**config.mk**
```make
export PLATFORM = sky130hd
export DESIGN_NAME = adc_scan_sequencer_with_sample_cache_core
export DESIGN_NICKNAME = d
export VERILOG_FILES = /design/src/rtl/adcss_pkg.sv /design/src/rtl/adcss_ctrl.sv /design/src/rtl/adcss_dp.sv /design/src/rtl/adc_scan_sequencer_with_sample_cache_core.sv
export SDC_FILE = /design/constraint.sdc
export NUM_CORES = 1
export LEC_CHECK = 0
export ABC_AREA = 1
export BUFFER_PORTS_ARGS = -buffer_cell sky130_fd_sc_hd__buf_2
export CAP_MARGIN = 40
export CORE_AREA = 2 2 231 233
export DETAILED_ROUTE_END_ITERATION = 6
export DIE_AREA = 0 0 233 235
export PLACE_DENSITY = 0.72
export REMOVE_ABC_BUFFERS = 1
export SYNTH_ARGS = -nofsm -noshare
export SYNTH_HDL_FRONTEND = slang
export SYNTH_SLANG_ARGS = --single-unit
```
**constraint.sdc**
```tcl
create_clock -name clk -period 10.7 [get_ports clk]
set_clock_uncertainty 0.15 [all_clocks]
set_input_delay 1.07 -clock clk [delete_from_list [all_inputs] [get_ports clk]]
set_output_delay 1.07 -clock clk [all_outputs]
set_load 0.01 [all_outputs]
```
**src/rtl/adcss_pkg.sv**
```systemverilog
package adcss_pkg;

  localparam int TIME_WIDTH       = 32;
  localparam int TEMP_WIDTH       = 16;
  localparam int MAX_CHANNELS_DEF = 8;
  localparam int CFG_W            = 32;
  localparam int CFG_IDX_W        = 3;
  localparam int EV_W             = 3;
  localparam int CH_OUT_W         = 3;
  localparam int PROBE_W          = 4;
  localparam int CNT_CFG_W        = 4;
  localparam int PROBE_SLOTS      = CFG_W / PROBE_W;

  localparam logic [CFG_IDX_W-1:0] CFG_ENABLED   = 3'd0;
  localparam logic [CFG_IDX_W-1:0] CFG_CH_COUNT  = 3'd1;
  localparam logic [CFG_IDX_W-1:0] CFG_TIMEOUT   = 3'd2;
  localparam logic [CFG_IDX_W-1:0] CFG_MAX_AGE   = 3'd3;
  localparam logic [CFG_IDX_W-1:0] CFG_PROBE_MAP = 3'd4;

  localparam logic [EV_W-1:0] EV_IDLE    = 3'd0;
  localparam logic [EV_W-1:0] EV_STARTED = 3'd1;
  localparam logic [EV_W-1:0] EV_STORED  = 3'd2;
  localparam logic [EV_W-1:0] EV_CLEARED = 3'd3;
  localparam logic [EV_W-1:0] EV_FAILED  = 3'd4;
  localparam logic [EV_W-1:0] EV_READ    = 3'd5;

  typedef struct packed {
    logic                         cmd;
    logic [TIME_WIDTH-1:0]        now;
    logic [PROBE_W-1:0]           probe_sel;
    logic                         start_ok;
    logic                         poll_ok;
    logic                         busy_req;
    logic                         value_ok;
    logic                         convert_ok;
    logic signed [TEMP_WIDTH-1:0] temperature;
  } in_req_t;

  typedef struct packed {
    logic [EV_W-1:0]              event_res;
    logic [CH_OUT_W-1:0]          channel;
    logic                         read_valid;
    logic signed [TEMP_WIDTH-1:0] read_temperature;
  } out_res_t;

  typedef struct packed {
    logic load;
    logic do_svc;
    logic scan_step;
    logic emit_read;
  } ctl_cmd_t;

  typedef struct packed {
    logic req_read;
    logic scan_hit;
    logic scan_last;
  } ctl_stat_t;

endpackage

```
**src/rtl/adcss_ctrl.sv**
```systemverilog
module adcss_ctrl
  import adcss_pkg::*;
(
  input  logic      clk,
  input  logic      rst_n,
  input  logic      start,
  input  ctl_stat_t stat,
  output ctl_cmd_t  cmd,
  output logic      busy,
  output logic      out_valid
);

  localparam logic [1:0] S_IDLE = 2'd0;
  localparam logic [1:0] S_SVC  = 2'd1;
  localparam logic [1:0] S_SCAN = 2'd2;

  logic [1:0] state_r, state_nxt;
  logic       out_valid_r, out_valid_nxt;

  always_comb begin
    state_nxt = state_r;
    cmd       = '0;
    case (state_r)
      S_IDLE: begin
        if (start) begin
          cmd.load  = 1'b1;
          state_nxt = stat.req_read ? S_SCAN : S_SVC;
        end
      end
      S_SVC: begin
        cmd.do_svc = 1'b1;
        state_nxt  = S_IDLE;
      end
      S_SCAN: begin
        if (stat.scan_hit || stat.scan_last) begin
          cmd.emit_read = 1'b1;
          state_nxt     = S_IDLE;
        end else begin
          cmd.scan_step = 1'b1;
        end
      end
      default: state_nxt = S_IDLE;
    endcase
    out_valid_nxt = cmd.do_svc | cmd.emit_read;
  end

  always_ff @(posedge clk) begin
    if (!rst_n) begin
      state_r     <= S_IDLE;
      out_valid_r <= 1'b0;
    end else begin
      state_r     <= state_nxt;
      out_valid_r <= out_valid_nxt;
    end
  end

  assign busy      = (state_r != S_IDLE);
  assign out_valid = out_valid_r;

endmodule

```
**src/rtl/adcss_dp.sv**
```systemverilog
module adcss_dp
  import adcss_pkg::*;
#(
  parameter int MAX_CHANNELS = MAX_CHANNELS_DEF
) (
  input  logic                 clk,
  input  logic                 rst_n,
  input  in_req_t              in_data,
  input  ctl_cmd_t             cmd,
  output ctl_stat_t            stat,
  output out_res_t             out_data,
  input  logic                 cfg_we,
  input  logic [CFG_IDX_W-1:0] cfg_index,
  input  logic [CFG_W-1:0]     cfg_wdata
);

  localparam int CH_W  = (MAX_CHANNELS > 1) ? $clog2(MAX_CHANNELS) : 1;
  localparam int CNT_W = $clog2(MAX_CHANNELS + 1);

  logic                  enabled_r;
  logic [CNT_CFG_W-1:0]  ch_count_r;
  logic [TIME_WIDTH-1:0] timeout_r;
  logic [TIME_WIDTH-1:0] max_age_r;
  logic [CFG_W-1:0]      probe_map_r;

  logic                  converting_r, converting_nxt;
  logic [CH_W-1:0]       active_r, active_nxt;
  logic [CH_W-1:0]       next_r, next_nxt;
  logic [TIME_WIDTH-1:0] deadline_r, deadline_nxt;
  logic [CH_W-1:0]       scan_r;
  logic [MAX_CHANNELS-1:0] present_r;

  logic signed [TEMP_WIDTH-1:0] sample_value [MAX_CHANNELS];
  logic [TIME_WIDTH-1:0]        sample_time  [MAX_CHANNELS];

  in_req_t  req_r;
  out_res_t out_r;

  logic [CNT_CFG_W:0]    cc_ext;
  logic [CNT_W-1:0]      eff_n;
  logic [CH_W-1:0]       sel_idx;
  logic [TIME_WIDTH:0]   dl_sum;
  logic [EV_W-1:0]       svc_ev;
  logic                  wr_clear, wr_store;
  logic [PROBE_W-1:0]    scan_probe;
  logic [TIME_WIDTH-1:0] scan_time, scan_age;
  logic                  scan_fresh;

  function automatic logic [CH_W-1:0] adv_idx(input logic [CH_W-1:0] a,
                                               input logic [CNT_W-1:0] n);
    logic [CNT_W-1:0] a1;
    a1 = CNT_W'(a) + CNT_W'(1);
    return (a1 < n) ? CH_W'(a1) : '0;
  endfunction

  always_comb begin
    cc_ext = {1'b0, ch_count_r};
    if (cc_ext == '0) begin
      eff_n = CNT_W'(1);
    end else if (cc_ext > (CNT_CFG_W + 1)'(MAX_CHANNELS)) begin
      eff_n = CNT_W'(MAX_CHANNELS);
    end else begin
      eff_n = CNT_W'(cc_ext);
    end
  end

  always_comb begin
    sel_idx        = (CNT_W'(next_r) < eff_n) ? next_r : '0;
    dl_sum         = {1'b0, req_r.now} + {1'b0, timeout_r};
    converting_nxt = converting_r;
    active_nxt     = active_r;
    next_nxt       = next_r;
    deadline_nxt   = deadline_r;
    wr_clear       = 1'b0;
    wr_store       = 1'b0;
    svc_ev         = EV_IDLE;
    if (enabled_r) begin
      if (!converting_r) begin
        active_nxt = sel_idx;
        if (!req_r.start_ok) begin
          wr_clear = 1'b1;
          next_nxt = adv_idx(sel_idx, eff_n);
          svc_ev   = EV_FAILED;
        end else begin
          deadline_nxt   = dl_sum[TIME_WIDTH] ? '1 : dl_sum[TIME_WIDTH-1:0];
          converting_nxt = 1'b1;
          svc_ev         = EV_STARTED;
        end
      end else if (req_r.now >= deadline_r || !req_r.poll_ok || (!req_r.busy_req &&
                   !req_r.value_ok)) begin
        wr_clear       = 1'b1;
        next_nxt       = adv_idx(active_r, eff_n);
        converting_nxt = 1'b0;
        svc_ev         = EV_FAILED;
      end else if (!req_r.busy_req) begin
        wr_store       = req_r.convert_ok;
        wr_clear       = !req_r.convert_ok;
        next_nxt       = adv_idx(active_r, eff_n);
        converting_nxt = 1'b0;
        svc_ev         = req_r.convert_ok ? EV_STORED : EV_CLEARED;
      end
    end
  end

  always_comb begin
    scan_probe     = (32'(scan_r) < 32'(PROBE_SLOTS)) ?
                     PROBE_W'(probe_map_r >> {scan_r, 2'b00}) : '0;
    scan_time      = sample_time[scan_r];
    scan_age       = req_r.now - scan_time;
    scan_fresh     = (req_r.now >= scan_time) && (scan_age <= max_age_r);
    stat.req_read  = in_data.cmd;
    stat.scan_hit  = (scan_probe == req_r.probe_sel) && present_r[scan_r];
    stat.scan_last = ((CNT_W'(scan_r) + CNT_W'(1)) == eff_n);
  end

  always_ff @(posedge clk) begin
    if (!rst_n) begin
      enabled_r    <= 1'b0;
      ch_count_r   <= CNT_CFG_W'(1);
      timeout_r    <= TIME_WIDTH'(1000);
      max_age_r    <= TIME_WIDTH'(5000);
      probe_map_r  <= '0;
      converting_r <= 1'b0;
      active_r     <= '0;
      next_r       <= '0;
      deadline_r   <= '0;
      scan_r       <= '0;
      present_r    <= '0;
    end else begin
      if (cfg_we) begin
        case (cfg_index)
          CFG_ENABLED:   enabled_r   <= cfg_wdata[0];
          CFG_CH_COUNT:  ch_count_r  <= cfg_wdata[CNT_CFG_W-1:0];
          CFG_TIMEOUT:   timeout_r   <= TIME_WIDTH'(cfg_wdata);
          CFG_MAX_AGE:   max_age_r   <= TIME_WIDTH'(cfg_wdata);
          CFG_PROBE_MAP: probe_map_r <= cfg_wdata;
          default: ;
        endcase
      end
      if (cmd.load) begin
        scan_r <= '0;
      end else if (cmd.scan_step) begin
        scan_r <= scan_r + CH_W'(1);
      end
      if (cmd.do_svc) begin
        converting_r <= converting_nxt;
        active_r     <= active_nxt;
        next_r       <= next_nxt;
        deadline_r   <= deadline_nxt;
        if (wr_clear) present_r[active_nxt] <= 1'b0;
        if (wr_store) present_r[active_nxt] <= 1'b1;
      end
    end
  end

  always_ff @(posedge clk) begin
    if (cmd.load) begin
      req_r <= in_data;
    end
    if (cmd.do_svc && wr_store) begin
      sample_value[active_nxt] <= req_r.temperature;
      sample_time[active_nxt]  <= req_r.now;
    end
    if (cmd.do_svc) begin
      out_r.event_res        <= svc_ev;
      out_r.channel          <= CH_OUT_W'(active_nxt);
      out_r.read_valid       <= 1'b0;
      out_r.read_temperature <= '0;
    end else if (cmd.emit_read) begin
      out_r.event_res <= EV_READ;
      if (stat.scan_hit) begin
        out_r.channel          <= CH_OUT_W'(scan_r);
        out_r.read_valid       <= scan_fresh;
        out_r.read_temperature <= scan_fresh ? sample_value[scan_r] : '0;
      end else begin
        out_r.channel          <= '0;
        out_r.read_valid       <= 1'b0;
        out_r.read_temperature <= '0;
      end
    end
  end

  assign out_data = out_r;

endmodule

```
**src/rtl/adc_scan_sequencer_with_sample_cache_core.sv**
```systemverilog
// Channel   Ports                           Moves
// input     start, busy, in_data            one request, taken when start and !busy
// result    out_valid, out_data             one result per request, one-cycle strobe
// config    cfg_we, cfg_index, cfg_wdata    one register write per cycle, no wait
//
// A service request passes through the S_SVC state and then the registered result strobe;
// the next request is taken in the cycle the strobe shows.
// A read walks the cache one channel a cycle through the single compare unit on
// the scan path and stops at the first hit or at the last configured channel.
// Reset is synchronous, active low; it clears the cache present bits at once.
// Results cannot be stalled.
module adc_scan_sequencer_with_sample_cache_core
  import adcss_pkg::*;
#(
  parameter int MAX_CHANNELS = MAX_CHANNELS_DEF
) (
  input  logic                 clk,
  input  logic                 rst_n,
  input  logic                 start,
  output logic                 busy,
  input  in_req_t              in_data,
  output logic                 out_valid,
  output out_res_t             out_data,
  input  logic                 cfg_we,
  input  logic [CFG_IDX_W-1:0] cfg_index,
  input  logic [CFG_W-1:0]     cfg_wdata
);

  ctl_cmd_t  cmd;
  ctl_stat_t stat;

  adcss_ctrl u_ctrl (
    .clk       (clk),
    .rst_n     (rst_n),
    .start     (start),
    .stat      (stat),
    .cmd       (cmd),
    .busy      (busy),
    .out_valid (out_valid)
  );

  adcss_dp #(
    .MAX_CHANNELS (MAX_CHANNELS)
  ) u_dp (
    .clk       (clk),
    .rst_n     (rst_n),
    .in_data   (in_data),
    .cmd       (cmd),
    .stat      (stat),
    .out_data  (out_data),
    .cfg_we    (cfg_we),
    .cfg_index (cfg_index),
    .cfg_wdata (cfg_wdata)
  );

  a_accept_busy: assert property (@(posedge clk) disable iff (!rst_n)
    (start && !busy) |=> busy)
    else $error("accepted request did not raise busy");

  a_single_strobe: assert property (@(posedge clk) disable iff (!rst_n)
    out_valid |=> !out_valid)
    else $error("result strobe held for two cycles");

  a_read_valid_kind: assert property (@(posedge clk) disable iff (!rst_n)
    (out_valid && out_data.read_valid) |-> (out_data.event_res == EV_READ))
    else $error("read_valid on a service result");

  a_read_temp_zero: assert property (@(posedge clk) disable iff (!rst_n)
    (out_valid && !out_data.read_valid) |-> (out_data.read_temperature == '0))
    else $error("temperature returned without a valid sample");

endmodule

```
==> flow_summary.yaml, run 1 <==
run_status:
  status: "complete, no violations"
final_layout:
  drive_above_1_share: 0.09057
  multi_input_comb_area_mm2: 0.01032
  fin_cells: 3681
  final_cell_mix: "447 x edfxtp_1, 441 x nor2_1, 388 x o21ai_0"
  nFillCells: 4290
  final_common_cell: "edfxtp_1"
  stdcell_area_mm2: 0.03180
  nets: 3182
  register_area_mm2: 0.01691
  synthToLayoutAreaGrowth_pct: 11.65
  final_core_util: 0.6087
pwr:
  leakagePower_nw: 12.23
  total_power_mw: 5.204
  ir_drop_uv: 143.7
  power_density_mw_per_mm2: 163.7
timing:
  rsz0062_at_grt: "no"
  slew_headroom: 0.2942
  timing.hold.ws_ns: 0.3119
  tns_ns: 0
  tightest_slew_ns: 1.049
  max_freq_ghz: 0.1526
  fin_crit_ns: 6.553
  setup_viol: 0
  finalHoldViolCount: 0
  period_share: 0.6125
  drv_slew: 0
  fin_ws_ns: 4.147
logic_synthesis:
  synth_edf_count: 447
  synth_cell_type_count: 48
  syn_area_per_cell_um2: 9.982
  syn_area_mm2: 0.02848
  synthFlopType: "edfxtp_1"
  yosysSeqAreaShare: 0.5937
  yosysWarnings: 0
  synthCells: 2853
  ys_ff_latch: 621
  async_flop_share: 0
global_routing:
  grt_start_max_net_pins: 96
  grt_use_total: 0.2683
  grtUsageMet2: 0.4476
  grt_pass1_vias: 20930
  globalRouteOverflowTotal: 0
  grt_pass1_wl_mm: 113.9
  use_met1: 0.3585
  grtUsageMet3: 0.03811
  grt_most_used_layer: "met2"
  antenna_found_initial: 1
run:
  cap_violations: 0
die:
  die_area_mm2: 0.05476
  core_mm2: 0.05224
  fp.dieW_um: 233
  fp-row-count: 84
  io_pins: 122
  initial_core_util: 0.5452
  die_height_um: 235
cts:
  cts_setup_buffers: 0
  cts_root_buffer: "clkbuf_16"
  path_clk_slew_ns: 0.06
  cts_resized: 0
  worstSkewPairLatency_ns: 0.64
  cts_buffer_depth: 3
  ctsHoldBuffers: 0
  tritoncts: "yes"
  cts_sinks: 621
  htree_levels: 2
  cts_buffers: 60
detailed_routing:
  drtAntennaViolNets: 0
  routed_wl_mm: 74.10
  vias: 21620
  drc_errors: 0
  drt-initial-drc-count: 1920
  via_per_inst: 5.874
  wl_per_cell_um: 20.13
  first_pass_iters: 5
worst_setup_path:
  cp_num_buf_inv: 2
  crit_fanout: 80
  path_class: "flip-flop to flip-flop"
  cp_common_cell: "nand2_1"
  cp_data_arrival_time_ns: 6.98
  crit_family: "simple AND/OR/NAND/NOR gates"
  crit_path_end_kind: "flip-flop"
  cp_slowest_cell: "buf_4"
  startpoint_type: "flip-flop"
  worstPathRequired_ns: 11.12
  critPathMaxStageDelay_ns: 0.74
placement:
  gp_congestion: 0.9561
  dpl_worst_slack_ns: 4.228
  hpwl_mm: 47.89
  place_area_mm2: 0.02985
  place_inst: 3570
  io_buffers: 121
hold_path:
  min_from: "u_dp.max_age_r[4]"
  hp-class: "flip-flop to flip-flop"
[per-layer routing]
| metal | vias up | wire length, um |
|---|---|---|
| met5 | - | 0 |
| met4 | 0 | 2324 |
| met3 | 145 | 5069 |
| met2 | 809 | 35570 |
| met1 | 10450 | 31140 |
| li1 | 10220 | - |
[registers in the layout, summed over array words and instances (netlist names), 2 cells and up, named ones only]
name,count
u_dp.sample_time,256
u_dp.sample_value,128
u_dp.req_r,57
u_dp.deadline_r,32
u_dp.max_age_r,32
u_dp.probe_map_r,32
u_dp.timeout_r,32
u_dp.out_data,23
u_dp.present_r,8
u_dp.ch_count_r,4
u_dp.active_r,3
u_dp.next_r,3
u_dp.scan_r,3
u_ctrl.state_r,2
[tightest hold or removal path, cell delays in order, from the launching register on]
cell and delay, ns:
dfxtp_1 0.30, inv_1 0.06, a21oi_1 0.06
[cells in the mapped netlist (11+ instances only)]
library cell	instances	area share
xor2_1	39	0.012
ha_1	139	0.061
nor3_1	17	0.0030
o21ai_1	20	0.0035
a31oi_1	19	0.0042
clkbuf_1	108	0.014
o22ai_1	53	0.012
a21oi_1	189	0.033
dfxtp_1	174	0.12
xnor2_1	22	0.0068
o21ai_0	388	0.068
nand4_1	12	0.0026
a32o_1	16	0.0056
nand3_1	83	0.015
o221ai_1	30	0.0092
nand2_1	352	0.046
nor2_1	443	0.058
edfxtp_1	447	0.47
inv_1	199	0.026
o211ai_1	11	0.0029
buf_2	14	0.0025
[where the power goes]
group	switching [mW]	internal, mW	total (mW)	leakage, nW
sequential	0.0535	2.62	2.67	5.47
clock	0.902	1.20	2.10	0.949
combinational	0.278	0.155	0.433	5.82
total	1.23	3.97	5.20	12.2
[cell type report]
cell class | instances | area share
inverter | 207 | 0.02456
tap | 688 | 0.02707
clock buffer | 79 | 0.05041
clock inverter | 31 | 0.01059
multi-input combinational | 1899 | 0.3245
sequential | 621 | 0.5319
antenna | 1 | 0.00007870
timing repair buffer | 155 | 0.03093
[kinds of logic (layout without fill, tap and decap cells)]
| group | count (synthesis) | in the layout | share of synthesized area |
|---|---|---|---|
| simple gates | 937 | 937 | 0.1325 |
| other cells | 0 | 1 | 0 |
| buf+inv | 333 | 472 | 0.04477 |
| compound gates | 760 | 760 | 0.1478 |
| fa+ha+maj | 141 | 141 | 0.06248 |
| flops | 621 | 621 | 0.5937 |
| xor+xnor | 61 | 61 | 0.01876 |
[final timing paths]
kind | end | slack (ns) | cells past startpoint
hold / removal | u_dp.max_age_r[4] | 0.31 | 2
setup reg to reg | u_dp.out_data[7] | 4.15 | 26
hold reg to reg | u_dp.max_age_r[4] | 0.31 | 2
setup / recovery | u_dp.out_data[7] | 4.15 | 26
(Power assumes the default switching activity.)
==> inputs of run 2 (changes only) <==
--- a/config.mk
+++ b/config.mk
@@ -11,7 +11,7 @@
 export CORE_AREA = 2 2 231 233
 export DETAILED_ROUTE_END_ITERATION = 6
 export DIE_AREA = 0 0 233 235
-export PLACE_DENSITY = 0.72
+export PLACE_DENSITY = 0.75
 export REMOVE_ABC_BUFFERS = 1
 export SYNTH_ARGS = -nofsm -noshare
 export SYNTH_HDL_FRONTEND = slang
==> constraint.sdc (replaced) <==
create_clock -name clk -period 5.9 [get_ports clk]
set_clock_uncertainty 0.15 [all_clocks]
set_input_delay 0.59 -clock clk [delete_from_list [all_inputs] [get_ports clk]]
set_output_delay 0.59 -clock clk [all_outputs]
set_load 0.01 [all_outputs]
==> run 2 against run 1 <==
Compared with the run above: non-clock buffer count grew 27; via count grew 0.61%; global-route usage grew 0.69 points; design area grew 1.9%; register-to-register slack lost 3.6 ns.
==> flow_summary.yaml, run 2 (synthesis results as in run 1) <==
run_status:
  status: "complete, no violations"
detailed_routing:
  wl_met3_mm: 5.030
  wl_per_cell_um: 20.16
  drtAntennaViolNets: 0
  routed_wl_mm: 74.92
  drc_errors: 0
  route.met2.wl_mm: 36.39
  wl_met1_mm: 31.30
  first_pass_iters: 6
  drt-initial-drc-count: 1852
  vias: 21760
  top_layer: "met4"
  via_per_inst: 5.853
cts:
  cts_buffer_depth: 3
  cts_root_buffer: "clkbuf_16"
  cts_sinks: 621
  htree_levels: 3
  cts_buffers: 66
  tritoncts: "yes"
  path_clk_slew_ns: 0.07
  worstSkewPairLatency_ns: 0.61
worst_setup_path:
  startpoint_type: "flip-flop"
  cp_data_arrival_time_ns: 5.68
  worstPathRequired_ns: 6.23
  path_class: "flip-flop to flip-flop"
  crit_path_end_kind: "flip-flop"
  crit_fanout: 128
timing:
  tightest_slew_ns: 0.9411
  tns_ns: 0
  timing.hold.ws_ns: 0.01921
  setup_viol: 0
  fin_ws_ns: 0.5418
  fin_crit_ns: 5.358
  rsz0062_at_grt: "no"
  max_freq_ghz: 0.1866
  slew_headroom: 0.3668
  drv_slew: 0
  period_share: 0.9082
  finalHoldViolCount: 0
final_layout:
  drive_above_1_share: 0.1017
  n_antenna_cell: 0
  stdcell_area_mm2: 0.03239
  final_cell_mix: "447 x edfxtp_1, 441 x nor2_1, 387 x o21ai_0"
  largest_register_ffs: 256
  final_common_cell: "edfxtp_1"
  nets: 3215
  synthToLayoutAreaGrowth_pct: 13.74
  largest_register: "u_dp.sample_time"
  reg_top3: "u_dp.sample_time x256, u_dp.sample_value x128, u_dp.req_r x57"
die:
  fp.dieW_um: 233
  fp-row-count: 84
  initial_core_util: 0.5452
  io_pins: 122
  die_area_mm2: 0.05476
  die_height_um: 235
  core_mm2: 0.05224
global_routing:
  grt_pass1_vias: 21680
  globalRouteOverflowTotal: 0
  grt_start_max_net_pins: 129
  grt_pass1_wl_mm: 117.3
  antenna_found_initial: 0
  grt_use_total: 0.2752
pwr:
  power_density_mw_per_mm2: 303.6
  leakagePower_nw: 12.54
  ir_drop_uv: 205.3
  total_power_mw: 9.834
placement:
  hpwl_mm: 49.43
  place_area_mm2: 0.03003
  gp_congestion: 0.9392
  io_buffers: 121
  dpl_worst_slack_ns: 0.4413
run:
  cap_violations: 0
hold_path:
  hp-class: "input port to flip-flop"
==> run 2: cell types whose count changed in the layout (fill, tap and decap cells not counted), moves of 3 or more <==
cell	change
buf_12	+6
buf_4	+9
clkbuf_1	-5
clkbuf_16	+9
clkbuf_8	+5
clkinv_1	-6
clkinv_4	+3
dlygate4sd3_1	+12
inv_6	+3
==> run 2: report_power, final <==
part           internal [mW]  switching [mW]  leakage (nW)
registers               4.75          0.0969          5.47
clock network           2.51            1.69          1.09
logic                  0.291           0.504          5.99
total                   7.55            2.29          12.5
==> run 2: through the flow <==
| step | cells | util |
|---|---|---|
| 2_1_floorplan | 2727 | - |
| 3_3_place_gp | 3575 | 0.5718 |
| 3_5_place_dp | 3584 | 0.5749 |
| 4_1_cts | 3716 | 0.6196 |
| 5_1_grt | 3717 | 0.6201 |
| 6_report | 3717 | 0.6201 |
==> run 2: cell type report <==
class / count / area, um2
inverters: 207 / 779.5
fillers: 4172 / 19840
multi-input cells: 1899 / 10330
clock buffers: 88 / 1878
repair buffers: 182 / 1296
flip-flops and latches: 621 / 16910
well taps: 688 / 860.8
clock inverters: 32 / 335.3
==> run 2: what timing repair did <==
item                                    4_1_cts  5_1_grt
setup buffers                                 0        1
hold buffers                                 12        0
endpoints found under the setup margin        0       17
endpoints found under the hold margin        12        0
resized for setup                             0        2
==> run 2: path summary, 6_finish.rpt <==
path / start / depth (start not counted) / end / slack (ns)
worst min-delay path: in_data[15] / 1 / u_dp.req_r[15] / 0.02
worst max register to register: flip-flop / 27 / u_dp.out_data[8] / 0.54
worst max-delay path: flip-flop / 27 / u_dp.out_data[8] / 0.54
worst min register to register: u_dp.out_data[12] / 2 / u_dp.out_data[12] / 0.31
==> run 2: critical path: stages (launching register included) <==
cell and delay (ns):
dfxtp_4 0.59, buf_16 0.39, o21ai_0 0.17, o221ai_1 0.22
o21ai_0 0.19, ha_1 0.40, a21oi_1 0.27, o21ai_0 0.14
a21oi_1 0.16, nand3_1 0.17, nand2_1 0.10, nand2_1 0.07
nand2_1 0.07, nand2_1 0.07, nand2_1 0.06, nand2_1 0.06
xor2_1 0.15, ha_1 0.30, nand2_1 0.07, nor2_1 0.13
nand4_1 0.14, nor4_1 0.30, nand2_1 0.10, a22oi_1 0.26
nor2_4 0.06, buf_12 0.16, nand3_1 0.08, nand2_1 0.08
==> run 2: layer usage <==
layer / vias to the layer above / GRT usage
met4: 0 / 0.09458
li1: 10290 / -
met2: 876 / 0.4650
met1: 10450 / 0.3631
met3: 145 / 0.03932
met5: - / 0
